[src/rtl/core/ocp_pkg.sv]
// Package for the order crossover permutation unit: widths, codes,
// payload and control structs, controller states.
// No dependencies; compile first.
`default_nettype none

package ocp_pkg;

   // Sizes
   localparam int TASK_MAX   = 64;
   localparam int POS_W      = $clog2(TASK_MAX);
   localparam int GENE_W     = 6;
   localparam int PROC_W     = 4;
   localparam int TC_W       = 7;
   localparam int THR_W      = 17;
   localparam int DRAW_W     = 16;
   localparam int CSR_IDX_W  = 1;
   localparam int CSR_DATA_W = 17;

   // Register reset values (threshold is 0.7 in 16-bit fraction)
   localparam logic [TC_W-1:0]  TC_RESET  = TC_W'(TASK_MAX);
   localparam logic [THR_W-1:0] THR_RESET = 17'd45875;

   // Register indexes
   localparam logic [CSR_IDX_W-1:0] CSR_TASK_COUNT = 1'b0;
   localparam logic [CSR_IDX_W-1:0] CSR_THRESHOLD  = 1'b1;

   // Operation codes
   localparam logic OP_LOAD  = 1'b0;
   localparam logic OP_START = 1'b1;

   // One stored parent position
   typedef struct packed {
      logic [GENE_W-1:0] gene_a;
      logic [GENE_W-1:0] gene_b;
      logic [PROC_W-1:0] proc_a;
      logic [PROC_W-1:0] proc_b;
      logic              pick;
   } parent_word_type;

   // Input payload as seen by the datapath
   typedef struct packed {
      logic [POS_W-1:0]  position;
      logic [GENE_W-1:0] order_gene_a;
      logic [GENE_W-1:0] order_gene_b;
      logic [PROC_W-1:0] proc_a;
      logic [PROC_W-1:0] proc_b;
      logic              take_first_proc;
      logic [POS_W-1:0]  cut_first;
      logic [POS_W-1:0]  cut_second;
      logic [DRAW_W-1:0] ox_draw;
   } req_item_type;

   // Result payload
   typedef struct packed {
      logic [POS_W-1:0]  out_position;
      logic [GENE_W-1:0] child_gene;
      logic [PROC_W-1:0] child_proc;
      logic              ox_applied;
      logic              last;
   } rsp_item_type;

   // Controller to datapath
   typedef struct packed {
      logic load;
      logic start;
      logic copy_step;
      logic fill_step;
      logic emit_issue;
      logic emit_adv;
      logic out_load;
   } cmd_type;

   // Datapath to controller
   typedef struct packed {
      logic apply;
      logic copy_last;
      logic fill_last;
      logic fill_full;
      logic out_valid;
      logic out_taken;
      logic out_last;
   } status_type;

   typedef enum logic [2:0] {
      ST_IDLE,
      ST_COPY,
      ST_FILL,
      ST_DRAIN,
      ST_EMIT_RD,
      ST_EMIT_LD,
      ST_EMIT_OUT
   } state_type;

endpackage

`default_nettype wire

[src/rtl/core/ocp_if.sv]
// Valid/ready channel interfaces for the request and result sides.
// Depends on ocp_pkg for field widths.
`default_nettype none

interface ocp_req_if import ocp_pkg::*; ();
   logic              valid;
   logic              ready;
   logic              operation;
   logic [POS_W-1:0]  position;
   logic [GENE_W-1:0] order_gene_a;
   logic [GENE_W-1:0] order_gene_b;
   logic [PROC_W-1:0] proc_a;
   logic [PROC_W-1:0] proc_b;
   logic              take_first_proc;
   logic [POS_W-1:0]  cut_first;
   logic [POS_W-1:0]  cut_second;
   logic [DRAW_W-1:0] ox_draw;

   modport source (output valid, operation, position, order_gene_a, order_gene_b,
                   proc_a, proc_b, take_first_proc, cut_first, cut_second, ox_draw,
                   input ready);
   modport sink (input valid, operation, position, order_gene_a, order_gene_b,
                 proc_a, proc_b, take_first_proc, cut_first, cut_second, ox_draw,
                 output ready);
endinterface

interface ocp_rsp_if import ocp_pkg::*; ();
   logic              valid;
   logic              ready;
   logic [POS_W-1:0]  out_position;
   logic [GENE_W-1:0] child_gene;
   logic [PROC_W-1:0] child_proc;
   logic              ox_applied;
   logic              last;

   modport source (output valid, out_position, child_gene, child_proc, ox_applied, last,
                   input ready);
   modport sink (input valid, out_position, child_gene, child_proc, ox_applied, last,
                 output ready);
endinterface

`default_nettype wire

[src/rtl/core/ocp_ram.sv]
// Generic single-write, single-read RAM with registered read data.
// No dependencies.
`default_nettype none

module ocp_ram #(
   parameter int WIDTH = 8,
   parameter int DEPTH = 64
) (
   input  wire logic                     clock,
   input  wire logic                     wr_en,
   input  wire logic [$clog2(DEPTH)-1:0] wr_addr,
   input  wire logic [WIDTH-1:0]         wr_data,
   input  wire logic [$clog2(DEPTH)-1:0] rd_addr,
   output logic      [WIDTH-1:0]         rd_data
);

   logic [WIDTH-1:0] mem_ff [DEPTH];
   logic [WIDTH-1:0] rd_data_ff;

   // write port
   always_ff @(posedge clock) begin
      if (wr_en) begin
         mem_ff[wr_addr] <= wr_data;
      end
   end

   // registered read, old data on a same-address write
   always_ff @(posedge clock) begin
      rd_data_ff <= mem_ff[rd_addr];
   end

   assign rd_data = rd_data_ff;

endmodule

`default_nettype wire

[src/rtl/core/ocp_ctrl.sv]
// Controller state machine: sequences load, copy, fill, drain and emit.
// Depends on ocp_pkg; drives the datapath by cmd_type, reads status_type.
`default_nettype none

module ocp_ctrl import ocp_pkg::*; (
   input  wire logic       clock,
   input  wire logic       reset,
   input  wire logic       req_valid,
   input  wire logic       req_op,
   output logic            req_ready,
   input  wire status_type status,
   output cmd_type         cmd
);

   state_type state_ff, state_in;

   // state register
   always_ff @(posedge clock) begin
      if (reset) begin
         state_ff <= ST_IDLE;
      end else begin
         state_ff <= state_in;
      end
   end

   // next state and commands
   always_comb begin
      state_in  = state_ff;
      cmd       = '0;
      req_ready = (state_ff == ST_IDLE);
      unique case (state_ff)
         ST_IDLE: begin
            if (req_valid) begin
               if (req_op == OP_START) begin
                  cmd.start = 1'b1;
                  state_in  = ST_COPY;
               end else begin
                  cmd.load = 1'b1;
               end
            end
         end
         ST_COPY: begin
            cmd.copy_step = 1'b1;
            if (status.copy_last) begin
               state_in = status.apply ? ST_FILL : ST_DRAIN;
            end
         end
         ST_FILL: begin
            // stop early once every free slot has a gene
            if (status.fill_full) begin
               state_in = ST_DRAIN;
            end else begin
               cmd.fill_step = 1'b1;
               if (status.fill_last) begin
                  state_in = ST_DRAIN;
               end
            end
         end
         ST_DRAIN: begin
            state_in = ST_EMIT_RD;
         end
         ST_EMIT_RD: begin
            cmd.emit_issue = 1'b1;
            state_in       = ST_EMIT_LD;
         end
         ST_EMIT_LD: begin
            cmd.out_load = 1'b1;
            state_in     = ST_EMIT_OUT;
         end
         ST_EMIT_OUT: begin
            if (status.out_taken) begin
               if (status.out_last) begin
                  state_in = ST_IDLE;
               end else begin
                  cmd.emit_adv = 1'b1;
                  state_in     = ST_EMIT_LD;
               end
            end
         end
         default: begin
            state_in = ST_IDLE;
         end
      endcase
   end

   // a result waits in the output register whenever we sit in EMIT_OUT
   a_out_held: assert property (@(posedge clock) disable iff (reset)
      (state_ff == ST_EMIT_OUT) |-> status.out_valid)
      else $error("emit state without a pending result");

   // no result left over when a new item may enter
   a_idle_empty: assert property (@(posedge clock) disable iff (reset)
      req_ready |-> !status.out_valid)
      else $error("result pending while idle");

   // fill pass only runs for an applied crossover
   a_fill_apply: assert property (@(posedge clock) disable iff (reset)
      (state_ff == ST_FILL) |-> status.apply)
      else $error("fill pass without crossover");

endmodule

`default_nettype wire

[src/rtl/core/ocp_datapath.sv]
// Datapath: config registers, parent and child RAMs, used-gene mask,
// copy/fill/emit pointers and the output register.
// Depends on ocp_pkg and ocp_ram.
`default_nettype none

module ocp_datapath import ocp_pkg::*; (
   input  wire logic                  clock,
   input  wire logic                  reset,
   input  wire cmd_type               cmd,
   output status_type                 status,
   input  wire req_item_type          req_item,
   input  wire logic                  rsp_ready,
   output logic                       rsp_valid,
   output rsp_item_type               rsp_item,
   input  wire logic                  csr_write_en,
   input  wire logic [CSR_IDX_W-1:0]  csr_index,
   input  wire logic [CSR_DATA_W-1:0] csr_wdata
);

   // configuration
   logic [TC_W-1:0]  task_count_ff, task_count_in;
   logic [THR_W-1:0] thresh_ff, thresh_in;

   // per-start values
   logic [POS_W-1:0] t_last_ff, t_last_in;
   logic [POS_W-1:0] c1_ff, c1_in;
   logic [POS_W-1:0] c2_ff, c2_in;
   logic             apply_ff, apply_in;

   // pointers and counters
   logic [POS_W-1:0] copy_ptr_ff, copy_ptr_in;
   logic [POS_W-1:0] copy_addr_ff, copy_addr_in;
   logic             copy_pend_ff, copy_pend_in;
   logic [POS_W-1:0] fill_rd_ff, fill_rd_in;
   logic [POS_W-1:0] fill_k_ff, fill_k_in;
   logic             fill_pend_ff, fill_pend_in;
   logic [POS_W-1:0] widx_ff, widx_in;
   logic [POS_W-1:0] free_ff, free_in;
   logic [POS_W-1:0] emit_ff, emit_in;
   logic [TASK_MAX-1:0] mask_ff, mask_in;

   // output register
   logic         out_valid_ff, out_valid_in;
   rsp_item_type out_ff, out_in;

   // start-time derived values
   logic [POS_W-1:0] cut_a, cut_b, lo_cut, hi_cut, free_init, widx_init;
   logic [TC_W-1:0]  tc_dec;

   // RAM ports
   parent_word_type  par_wdata, par_rdata;
   logic [POS_W-1:0] par_raddr, child_raddr, child_waddr;
   logic [GENE_W-1:0] child_wdata, child_rdata;
   logic             child_we;

   logic copy_mark, fill_take, in_seg;

   // effective count minus one, count clamped to 1..TASK_MAX
   assign tc_dec = task_count_ff - TC_W'(1);
   always_comb begin
      if (task_count_ff == '0) begin
         t_last_in = '0;
      end else if (task_count_ff > TC_W'(TASK_MAX)) begin
         t_last_in = POS_W'(TASK_MAX - 1);
      end else begin
         t_last_in = tc_dec[POS_W-1:0];
      end
   end

   // clamp and sort cuts
   always_comb begin
      cut_a     = (req_item.cut_first  > t_last_in) ? t_last_in : req_item.cut_first;
      cut_b     = (req_item.cut_second > t_last_in) ? t_last_in : req_item.cut_second;
      lo_cut    = (cut_a > cut_b) ? cut_b : cut_a;
      hi_cut    = (cut_a > cut_b) ? cut_a : cut_b;
      free_init = t_last_in - (hi_cut - lo_cut);
      widx_init = (hi_cut == t_last_in) ? '0 : hi_cut + POS_W'(1);
   end

   // parent RAM write on load
   always_comb begin
      par_wdata.gene_a = req_item.order_gene_a;
      par_wdata.gene_b = req_item.order_gene_b;
      par_wdata.proc_a = req_item.proc_a;
      par_wdata.proc_b = req_item.proc_b;
      par_wdata.pick   = req_item.take_first_proc;
   end

   // shared parent read address
   always_comb begin
      if (cmd.copy_step) begin
         par_raddr = copy_ptr_ff;
      end else if (cmd.fill_step) begin
         par_raddr = fill_rd_ff;
      end else if (cmd.emit_adv) begin
         par_raddr = emit_ff + POS_W'(1);
      end else begin
         par_raddr = emit_ff;
      end
   end

   assign child_raddr = cmd.emit_adv ? emit_ff + POS_W'(1) : emit_ff;

   // copy and fill decisions on returning read data
   assign in_seg    = (copy_addr_ff >= c1_ff) && (copy_addr_ff <= c2_ff);
   assign copy_mark = copy_pend_ff && apply_ff && in_seg;
   assign fill_take = fill_pend_ff && (free_ff != '0) && !mask_ff[par_rdata.gene_b];

   // child RAM write: copy of parent A, then free slots from parent B
   always_comb begin
      child_we    = copy_pend_ff || fill_take;
      child_waddr = copy_pend_ff ? copy_addr_ff : widx_ff;
      child_wdata = copy_pend_ff ? par_rdata.gene_a : par_rdata.gene_b;
   end

   // next-state logic
   always_comb begin
      task_count_in = task_count_ff;
      thresh_in     = thresh_ff;
      c1_in         = c1_ff;
      c2_in         = c2_ff;
      apply_in      = apply_ff;
      copy_ptr_in   = copy_ptr_ff;
      copy_addr_in  = copy_addr_ff;
      copy_pend_in  = 1'b0;
      fill_rd_in    = fill_rd_ff;
      fill_k_in     = fill_k_ff;
      fill_pend_in  = 1'b0;
      widx_in       = widx_ff;
      free_in       = free_ff;
      emit_in       = emit_ff;
      mask_in       = mask_ff;
      out_valid_in  = out_valid_ff;
      out_in        = out_ff;

      // configuration writes
      if (csr_write_en) begin
         case (csr_index)
            CSR_TASK_COUNT: task_count_in = csr_wdata[TC_W-1:0];
            CSR_THRESHOLD:  thresh_in     = csr_wdata[THR_W-1:0];
         endcase
      end

      // start: latch cuts and decision, reset pointers
      if (cmd.start) begin
         c1_in       = lo_cut;
         c2_in       = hi_cut;
         apply_in    = {1'b0, req_item.ox_draw} < thresh_ff;
         copy_ptr_in = '0;
         fill_rd_in  = widx_init;
         fill_k_in   = '0;
         widx_in     = widx_init;
         free_in     = free_init;
         emit_in     = '0;
         mask_in     = '0;
      end

      // copy pass issue
      if (cmd.copy_step) begin
         copy_pend_in = 1'b1;
         copy_addr_in = copy_ptr_ff;
         copy_ptr_in  = copy_ptr_ff + POS_W'(1);
      end

      // fill pass issue, wrapping over the effective count
      if (cmd.fill_step) begin
         fill_pend_in = 1'b1;
         fill_rd_in   = (fill_rd_ff == t_last_ff) ? '0 : fill_rd_ff + POS_W'(1);
         fill_k_in    = fill_k_ff + POS_W'(1);
      end

      // mark genes of the segment and genes taken from parent B
      if (copy_mark) begin
         mask_in[par_rdata.gene_a] = 1'b1;
      end
      if (fill_take) begin
         mask_in[par_rdata.gene_b] = 1'b1;
         widx_in = (widx_ff == t_last_ff) ? '0 : widx_ff + POS_W'(1);
         free_in = free_ff - POS_W'(1);
      end

      // emit pointer
      if (cmd.emit_adv) begin
         emit_in = emit_ff + POS_W'(1);
      end

      // output register
      if (cmd.out_load) begin
         out_valid_in        = 1'b1;
         out_in.out_position = emit_ff;
         out_in.child_gene   = child_rdata;
         out_in.child_proc   = par_rdata.pick ? par_rdata.proc_a : par_rdata.proc_b;
         out_in.ox_applied   = apply_ff;
         out_in.last         = (emit_ff == t_last_ff);
      end else if (out_valid_ff && rsp_ready) begin
         out_valid_in = 1'b0;
      end
   end

   // registers
   always_ff @(posedge clock) begin
      if (reset) begin
         task_count_ff <= TC_RESET;
         thresh_ff     <= THR_RESET;
         copy_pend_ff  <= 1'b0;
         fill_pend_ff  <= 1'b0;
         out_valid_ff  <= 1'b0;
         mask_ff       <= '0;
      end else begin
         task_count_ff <= task_count_in;
         thresh_ff     <= thresh_in;
         copy_pend_ff  <= copy_pend_in;
         fill_pend_ff  <= fill_pend_in;
         out_valid_ff  <= out_valid_in;
         mask_ff       <= mask_in;
      end
   end

   always_ff @(posedge clock) begin
      if (cmd.start) begin
         t_last_ff <= t_last_in;
      end
      c1_ff        <= c1_in;
      c2_ff        <= c2_in;
      apply_ff     <= apply_in;
      copy_ptr_ff  <= copy_ptr_in;
      copy_addr_ff <= copy_addr_in;
      fill_rd_ff   <= fill_rd_in;
      fill_k_ff    <= fill_k_in;
      widx_ff      <= widx_in;
      free_ff      <= free_in;
      emit_ff      <= emit_in;
      out_ff       <= out_in;
   end

   // parent storage: both orders, both processors, pick bit
   ocp_ram #(
      .WIDTH ($bits(parent_word_type)),
      .DEPTH (TASK_MAX)
   ) u_parent_ram (
      .clock   (clock),
      .wr_en   (cmd.load),
      .wr_addr (req_item.position),
      .wr_data (par_wdata),
      .rd_addr (par_raddr),
      .rd_data (par_rdata)
   );

   // child order storage
   ocp_ram #(
      .WIDTH (GENE_W),
      .DEPTH (TASK_MAX)
   ) u_child_ram (
      .clock   (clock),
      .wr_en   (child_we),
      .wr_addr (child_waddr),
      .wr_data (child_wdata),
      .rd_addr (child_raddr),
      .rd_data (child_rdata)
   );

   // status back to the controller
   always_comb begin
      status.apply     = apply_ff;
      status.copy_last = (copy_ptr_ff == t_last_ff);
      status.fill_last = (fill_k_ff == t_last_ff);
      status.fill_full = (free_ff == '0);
      status.out_valid = out_valid_ff;
      status.out_taken = out_valid_ff && rsp_ready;
      status.out_last  = out_ff.last;
   end

   assign rsp_valid = out_valid_ff;
   assign rsp_item  = out_ff;

   // copy and fill writes never land in the same cycle
   a_one_writer: assert property (@(posedge clock) disable iff (reset)
      !(copy_pend_ff && fill_pend_ff))
      else $error("copy and fill writes overlap");

   // child reads for emission start only after the last write has landed
   a_drained: assert property (@(posedge clock) disable iff (reset)
      (copy_pend_ff || fill_pend_ff) |-> !(cmd.emit_issue || cmd.emit_adv))
      else $error("child read while a write is pending");

   // each start begins with an empty used-gene mask
   a_mask_clear: assert property (@(posedge clock) disable iff (reset)
      cmd.start |=> (mask_ff == '0))
      else $error("used-gene mask not cleared on start");

endmodule

`default_nettype wire

[src/rtl/core/order_crossover_permutation_unit.sv]
// Top level of the order crossover permutation unit.
// Depends on ocp_pkg, ocp_if, ocp_ram, ocp_ctrl and ocp_datapath.
//
//  channel    dir  handshake            carries
//  req_chan   in   valid/ready          load position or start (cuts, draw)
//  rsp_chan   out  valid/ready          one child position per item
//  csr_*      in   write enable only    task_count, crossover_threshold
//
// A start copies parent A over T positions, then walks up to T positions of
// parent B when crossover applies (ends once the free slots are full), then
// passes a drain state and a read setup state, then emits T results, paced
// by the one read port of each RAM.
// Reset is synchronous; RAM contents are undefined until loaded.
// A stalled result holds the output register and the whole unit.
`default_nettype none

module order_crossover_permutation_unit import ocp_pkg::*; (
   input  wire logic                  clock,
   input  wire logic                  reset,
   ocp_req_if.sink                    req_chan,
   ocp_rsp_if.source                  rsp_chan,
   input  wire logic                  csr_write_en,
   input  wire logic [CSR_IDX_W-1:0]  csr_index,
   input  wire logic [CSR_DATA_W-1:0] csr_wdata
);

   cmd_type      cmd;
   status_type   status;
   req_item_type req_item;
   rsp_item_type rsp_item;
   logic         req_ready;
   logic         rsp_valid;

   // gather request payload
   always_comb begin
      req_item.position        = req_chan.position;
      req_item.order_gene_a    = req_chan.order_gene_a;
      req_item.order_gene_b    = req_chan.order_gene_b;
      req_item.proc_a          = req_chan.proc_a;
      req_item.proc_b          = req_chan.proc_b;
      req_item.take_first_proc = req_chan.take_first_proc;
      req_item.cut_first       = req_chan.cut_first;
      req_item.cut_second      = req_chan.cut_second;
      req_item.ox_draw         = req_chan.ox_draw;
   end

   assign req_chan.ready = req_ready;

   // drive result channel
   assign rsp_chan.valid        = rsp_valid;
   assign rsp_chan.out_position = rsp_item.out_position;
   assign rsp_chan.child_gene   = rsp_item.child_gene;
   assign rsp_chan.child_proc   = rsp_item.child_proc;
   assign rsp_chan.ox_applied   = rsp_item.ox_applied;
   assign rsp_chan.last         = rsp_item.last;

   ocp_ctrl u_ctrl (
      .clock     (clock),
      .reset     (reset),
      .req_valid (req_chan.valid),
      .req_op    (req_chan.operation),
      .req_ready (req_ready),
      .status    (status),
      .cmd       (cmd)
   );

   ocp_datapath u_datapath (
      .clock        (clock),
      .reset        (reset),
      .cmd          (cmd),
      .status       (status),
      .req_item     (req_item),
      .rsp_ready    (rsp_chan.ready),
      .rsp_valid    (rsp_valid),
      .rsp_item     (rsp_item),
      .csr_write_en (csr_write_en),
      .csr_index    (csr_index),
      .csr_wdata    (csr_wdata)
   );

endmodule

`default_nettype wire

[src/flat_wrapper.sv]
// flat-port wrapper written by rule: the top's interface ports become plain ports
module order_crossover_permutation_unit_flat import ocp_pkg::*;
  (clock, reset, csr_write_en, csr_index, csr_wdata, req_chan_valid, req_chan_operation, req_chan_position, req_chan_order_gene_a, req_chan_order_gene_b, req_chan_proc_a, req_chan_proc_b, req_chan_take_first_proc, req_chan_cut_first, req_chan_cut_second, req_chan_ox_draw, req_chan_ready, rsp_chan_valid, rsp_chan_out_position, rsp_chan_child_gene, rsp_chan_child_proc, rsp_chan_ox_applied, rsp_chan_last, rsp_chan_ready);
  ocp_req_if req_chan_i ();
  ocp_rsp_if rsp_chan_i ();
  input  wire logic clock;
  input  wire logic reset;
  input  wire logic csr_write_en;
  input  wire logic [CSR_IDX_W-1:0] csr_index;
  input  wire logic [CSR_DATA_W-1:0] csr_wdata;
  input wire logic [$bits(req_chan_i.valid)-1:0] req_chan_valid;
  input wire logic [$bits(req_chan_i.operation)-1:0] req_chan_operation;
  input wire logic [$bits(req_chan_i.position)-1:0] req_chan_position;
  input wire logic [$bits(req_chan_i.order_gene_a)-1:0] req_chan_order_gene_a;
  input wire logic [$bits(req_chan_i.order_gene_b)-1:0] req_chan_order_gene_b;
  input wire logic [$bits(req_chan_i.proc_a)-1:0] req_chan_proc_a;
  input wire logic [$bits(req_chan_i.proc_b)-1:0] req_chan_proc_b;
  input wire logic [$bits(req_chan_i.take_first_proc)-1:0] req_chan_take_first_proc;
  input wire logic [$bits(req_chan_i.cut_first)-1:0] req_chan_cut_first;
  input wire logic [$bits(req_chan_i.cut_second)-1:0] req_chan_cut_second;
  input wire logic [$bits(req_chan_i.ox_draw)-1:0] req_chan_ox_draw;
  output wire logic [$bits(req_chan_i.ready)-1:0] req_chan_ready;
  output wire logic [$bits(rsp_chan_i.valid)-1:0] rsp_chan_valid;
  output wire logic [$bits(rsp_chan_i.out_position)-1:0] rsp_chan_out_position;
  output wire logic [$bits(rsp_chan_i.child_gene)-1:0] rsp_chan_child_gene;
  output wire logic [$bits(rsp_chan_i.child_proc)-1:0] rsp_chan_child_proc;
  output wire logic [$bits(rsp_chan_i.ox_applied)-1:0] rsp_chan_ox_applied;
  output wire logic [$bits(rsp_chan_i.last)-1:0] rsp_chan_last;
  input wire logic [$bits(rsp_chan_i.ready)-1:0] rsp_chan_ready;
  assign req_chan_i.valid = req_chan_valid;
  assign req_chan_i.operation = req_chan_operation;
  assign req_chan_i.position = req_chan_position;
  assign req_chan_i.order_gene_a = req_chan_order_gene_a;
  assign req_chan_i.order_gene_b = req_chan_order_gene_b;
  assign req_chan_i.proc_a = req_chan_proc_a;
  assign req_chan_i.proc_b = req_chan_proc_b;
  assign req_chan_i.take_first_proc = req_chan_take_first_proc;
  assign req_chan_i.cut_first = req_chan_cut_first;
  assign req_chan_i.cut_second = req_chan_cut_second;
  assign req_chan_i.ox_draw = req_chan_ox_draw;
  assign req_chan_ready = req_chan_i.ready;
  assign rsp_chan_valid = rsp_chan_i.valid;
  assign rsp_chan_out_position = rsp_chan_i.out_position;
  assign rsp_chan_child_gene = rsp_chan_i.child_gene;
  assign rsp_chan_child_proc = rsp_chan_i.child_proc;
  assign rsp_chan_ox_applied = rsp_chan_i.ox_applied;
  assign rsp_chan_last = rsp_chan_i.last;
  assign rsp_chan_i.ready = rsp_chan_ready;
  order_crossover_permutation_unit u_core (.clock(clock), .reset(reset), .req_chan(req_chan_i), .rsp_chan(rsp_chan_i), .csr_write_en(csr_write_en), .csr_index(csr_index), .csr_wdata(csr_wdata));
endmodule
[config.mk]
export PLATFORM = sky130hd
export DESIGN_NAME = order_crossover_permutation_unit_flat
export DESIGN_NICKNAME = d
export VERILOG_FILES = /design/src/rtl/core/ocp_pkg.sv /design/src/rtl/core/ocp_if.sv /design/src/rtl/core/ocp_ram.sv /design/src/rtl/core/ocp_ctrl.sv /design/src/rtl/core/ocp_datapath.sv /design/src/rtl/core/order_crossover_permutation_unit.sv /design/src/flat_wrapper.sv
export SDC_FILE = /design/constraint.sdc
export NUM_CORES = 2
export LEC_CHECK = 0
export BUFFER_PORTS_ARGS = -buffer_cell sky130_fd_sc_hd__buf_2
export CELL_PAD_IN_SITES_DETAIL_PLACEMENT = 1
export CELL_PAD_IN_SITES_GLOBAL_PLACEMENT = 2
export CORE_ASPECT_RATIO = 0.8
export CORE_MARGIN = 3
export CORE_UTILIZATION = 30
export CTS_CLUSTER_DIAMETER = 50
export DETAILED_ROUTE_END_ITERATION = 8
export GPL_ROUTABILITY_DRIVEN = 0
export MAX_ROUTING_LAYER = met4
export PLACE_DENSITY_LB_ADDON = 0.3
export SLEW_MARGIN = 30
export SYNTH_ARGS = -nofsm -noshare
export SYNTH_HDL_FRONTEND = slang
export SYNTH_SLANG_ARGS = --single-unit
[constraint.sdc]
create_clock -name clock -period 7.9 [get_ports clock]
set_input_delay 1.58 -clock clock [delete_from_list [all_inputs] [get_ports clock]]
set_output_delay 1.58 -clock clock [all_outputs]
set_load 0.05 [all_outputs]
==> metrics.txt <==
CTS sink count 1928; Setup TNS 0 ps; routed vias/inst 5.16; CP max stage cell or4b_4; Root Driver clkbuf_16; leakage power 30.8 nW; Fill cells 27100; clk slew on worst S/H paths 60 ps; wire per inst 25.6 um; Design Area, Final 91600 um^2; # Max-Cap Violations 0; Worst path top cell family by delay adder cells; asr flop ratio synth 0; Power Dens Cells 298 nW/um^2; Post-Syn Instances approximately 5700; Clock Path Buffers 4; drt drc 0; max_slew headroom 0.276; Worst-Skew Late Latency 890 ps; unrepaired setup endpoints after global routing no; Hold WC Path Type flop to flop; CP Class flop to flop; Iter 0 DRT Violations 4754; first-pass GRT wire length 356 mm; run status complete, no violations; H-tree levels 4; Post-synth top flop edfxtp_1; Seq/Total Area, Yosys 0.717; Post-synth EDFFs 1807; row cnt 167; area post-placement 84400 um^2; Initial DRT Pass Iterations 7; Critical Path Max Stage Delay 510 ps; crit-path most repeated cell ha_1; Power, Total 27.3 mW; CP required 8450 ps; DIE AREA 270000 um^2; syn avg cell area about 14 um^2; DP Wirelength 142 mm; Synth area leader edfxtp_1; Initial Utilization 0.304; final hold viol count 0; CP Capture Type flop; P&R area growth vs syn 15.9%; Vias 49200; die height 465 um; CTS Buf Count approximately 220; Worst Path Arrival about 7900 ps; warnings from Yosys 0; Die X roughly 580 um; Post-Synthesis Cell Area about 79000 um^2; CTS tree built; largest net degree at the start of global routing ~130; core area about 260000 um^2; Clock Skews 91.7 ps; Final period util 0.934; Slew Viols, Final 0; # setup viols final 0; WL final about 240 mm; final net count 6022; peak supply drop 170 uV; FF-to-FF setup slack 520 ps; antenna violations before repair 36; Least-Margin Pin Slew 1080 ps; num ports 99; GRT Total Usage 0.182; Tmin final around 7400 ps; startpoint types flop; post-synth cell types 88; number of synthesized register bits between 1500 and 2000; ANT nets after route 0; total grt overflow 0; Max Clk Rate 136 MHz; share of layout cells above drive strength 1 0.150; crit-path max FO 7; Yosys top cell area share 0.687; largest cells by area after synthesis edfxtp_1 (69%), nand2_1 (6.3%), mux4_2 (3.8%); number of global-route vias before repair 50300; Syn Nets 5882; CP bufs+invs 5; port bufs 98
kinds of logic after synthesis:
logic type / count (synthesis) / share of synthesized area
AND/OR/NAND/NOR: 2321 / 0.128
XOR/XNOR: 72 / 0.00827
AO/OA/AOI/OAI: 709 / 0.0668
multiplexers: 178 / 0.0445
buffers and inverters: 459 / 0.0237
adder cells (fa/ha/maj): 69 / 0.0112
flip-flops: 1928 / 0.717
what timing repair did:
| item | 4_1_cts | 5_1_grt |
|---|---|---|
| buffers inserted | 0 | 0 |
| endpoints found under the hold margin | 0 | 0 |
| endpoints found under the setup margin | 0 | 1 |
| gates resized for setup | 0 | 9 |
| hold buffers | 0 | 0 |
final timing paths:
path         cells after the start                                              from                                       to
max                             32   u_core.u_datapath.task_count_ff[0]$_SDFFE_PP0P_   u_core.u_datapath.free_ff[5]$_DFFE_PP_
min                              0  u_core.u_datapath.u_child_ram.rd_data[0]$_DFF_P_  u_core.u_datapath.rsp_item[6]$_DFFE_PP_
min reg2reg                      0  u_core.u_datapath.u_child_ram.rd_data[0]$_DFF_P_  u_core.u_datapath.rsp_item[6]$_DFFE_PP_
max reg2reg                     32   u_core.u_datapath.task_count_ff[0]$_SDFFE_PP0P_   u_core.u_datapath.free_ff[5]$_DFFE_PP_
state kept, by name (all words and copies together) (netlist names), 7 cells and up:
register	count
u_core.u_datapath.u_child_ram.mem_ff	384
u_core.u_datapath.mask_ff	64
u_core.u_datapath.u_parent_ram.mem_ff	1344
u_core.u_datapath.thresh_ff	17
u_core.u_datapath.u_parent_ram.rd_data	21
u_core.u_datapath.rsp_item	18
u_core.u_datapath.task_count_ff	7
through the flow:
step	setup WS [ps]	cells	utilization	hold slack (ps)
after global routing	92.7	9524	0.352	420
after floorplan	900	5736	-	386
after global placement	246	9110	0.324	391
final	521	9529	0.352	408
after CTS	189	9509	0.351	408
after detailed placement	246	9113	0.324	390
cells in the final DEF, fill, tap and decap left out, types with 21 or more instances in the layout:
master        n
dfxtp_1     121
buf_4       167
o32ai_1      32
inv_6        21
a31oi_1      25
mux4_2      134
a21oi_1     201
ha_1         63
and3_1       93
clkinv_2     29
o31ai_1      25
mux2i_1      23
a211o_1      22
nand2_1    1330
nor2_2       67
nand3_1     405
or4_1        43
and2_1       66
clkbuf_16   227
clkbuf_1     33
buf_2        98
a211oi_1     72
a311oi_1    127
xnor2_1      40
clkinv_1     47
a222oi_1     64
nor2_1      194
edfxtp_1   1807
inv_1        78
xor2_1       28
worst reg2reg max path: cells and delay by family (launching register included):
family          cells  cell delay [ps]
mux                 2              610
xor+xnor            4              660
compound gates     10             1760
simple gates        5             1080
flops               1              320
buf+inv             5              650
fa+ha+maj           6             2060
metal layers:
layer / track usage / wire, um
met3: 0.0326 / 13800
met5: - / 0
met4: 0.0505 / 5950
met1: 0.253 / 114000
met2: 0.273 / 110000
synth_stat cells (7+ instances only):
master and count:
nand4_1 17, dfxtp_1 121, nand3_1 406, buf_1 52, inv_1 80, buf_2 101, or3_1 8, and2_1 68
xor2_1 28, nor3_1 16, nor2_1 265, clkbuf_1 217, o31ai_1 28, ha_1 63, mux2_2 15, or4_1 43
nor2b_1 8, a31o_2 15, a21o_1 19, o32ai_1 37, xnor2_1 41, a311oi_1 127, edfxtp_1 1807, o22ai_1 7
a2111oi_1 19, o21ai_0 19, mux2i_1 24, nand2_1 1331, a31oi_1 25, nor3b_1 13, nand2b_1 18, and3_1 93
a211o_1 22, nand3b_1 14, mux4_2 134, a222oi_1 64, a21oi_1 205, a211oi_1 72
power by group:
part	switching (mW)	internal (mW)
Combinational	3.65	1.63
Clock	4.27	5.72
Sequential	0.265	11.7
cell type report:
| cell class | instances | area, um^2 | area share |
|---|---|---|---|
| flip-flops and latches | 1928 | 56700 | 0.619 |
| multi-input cells | 3349 | 20900 | 0.228 |
| clock buffers | 265 | 5860 | 0.0640 |
| well taps | 3464 | 4330 | 0.0473 |
| repair buffers | 291 | 2290 | 0.0250 |
| clock inverters | 131 | 1110 | 0.0121 |
| inverters | 84 | 315 | 0.00344 |
| diodes | 17 | 42.5 | 0.000465 |
(Power assumes the default switching activity.)
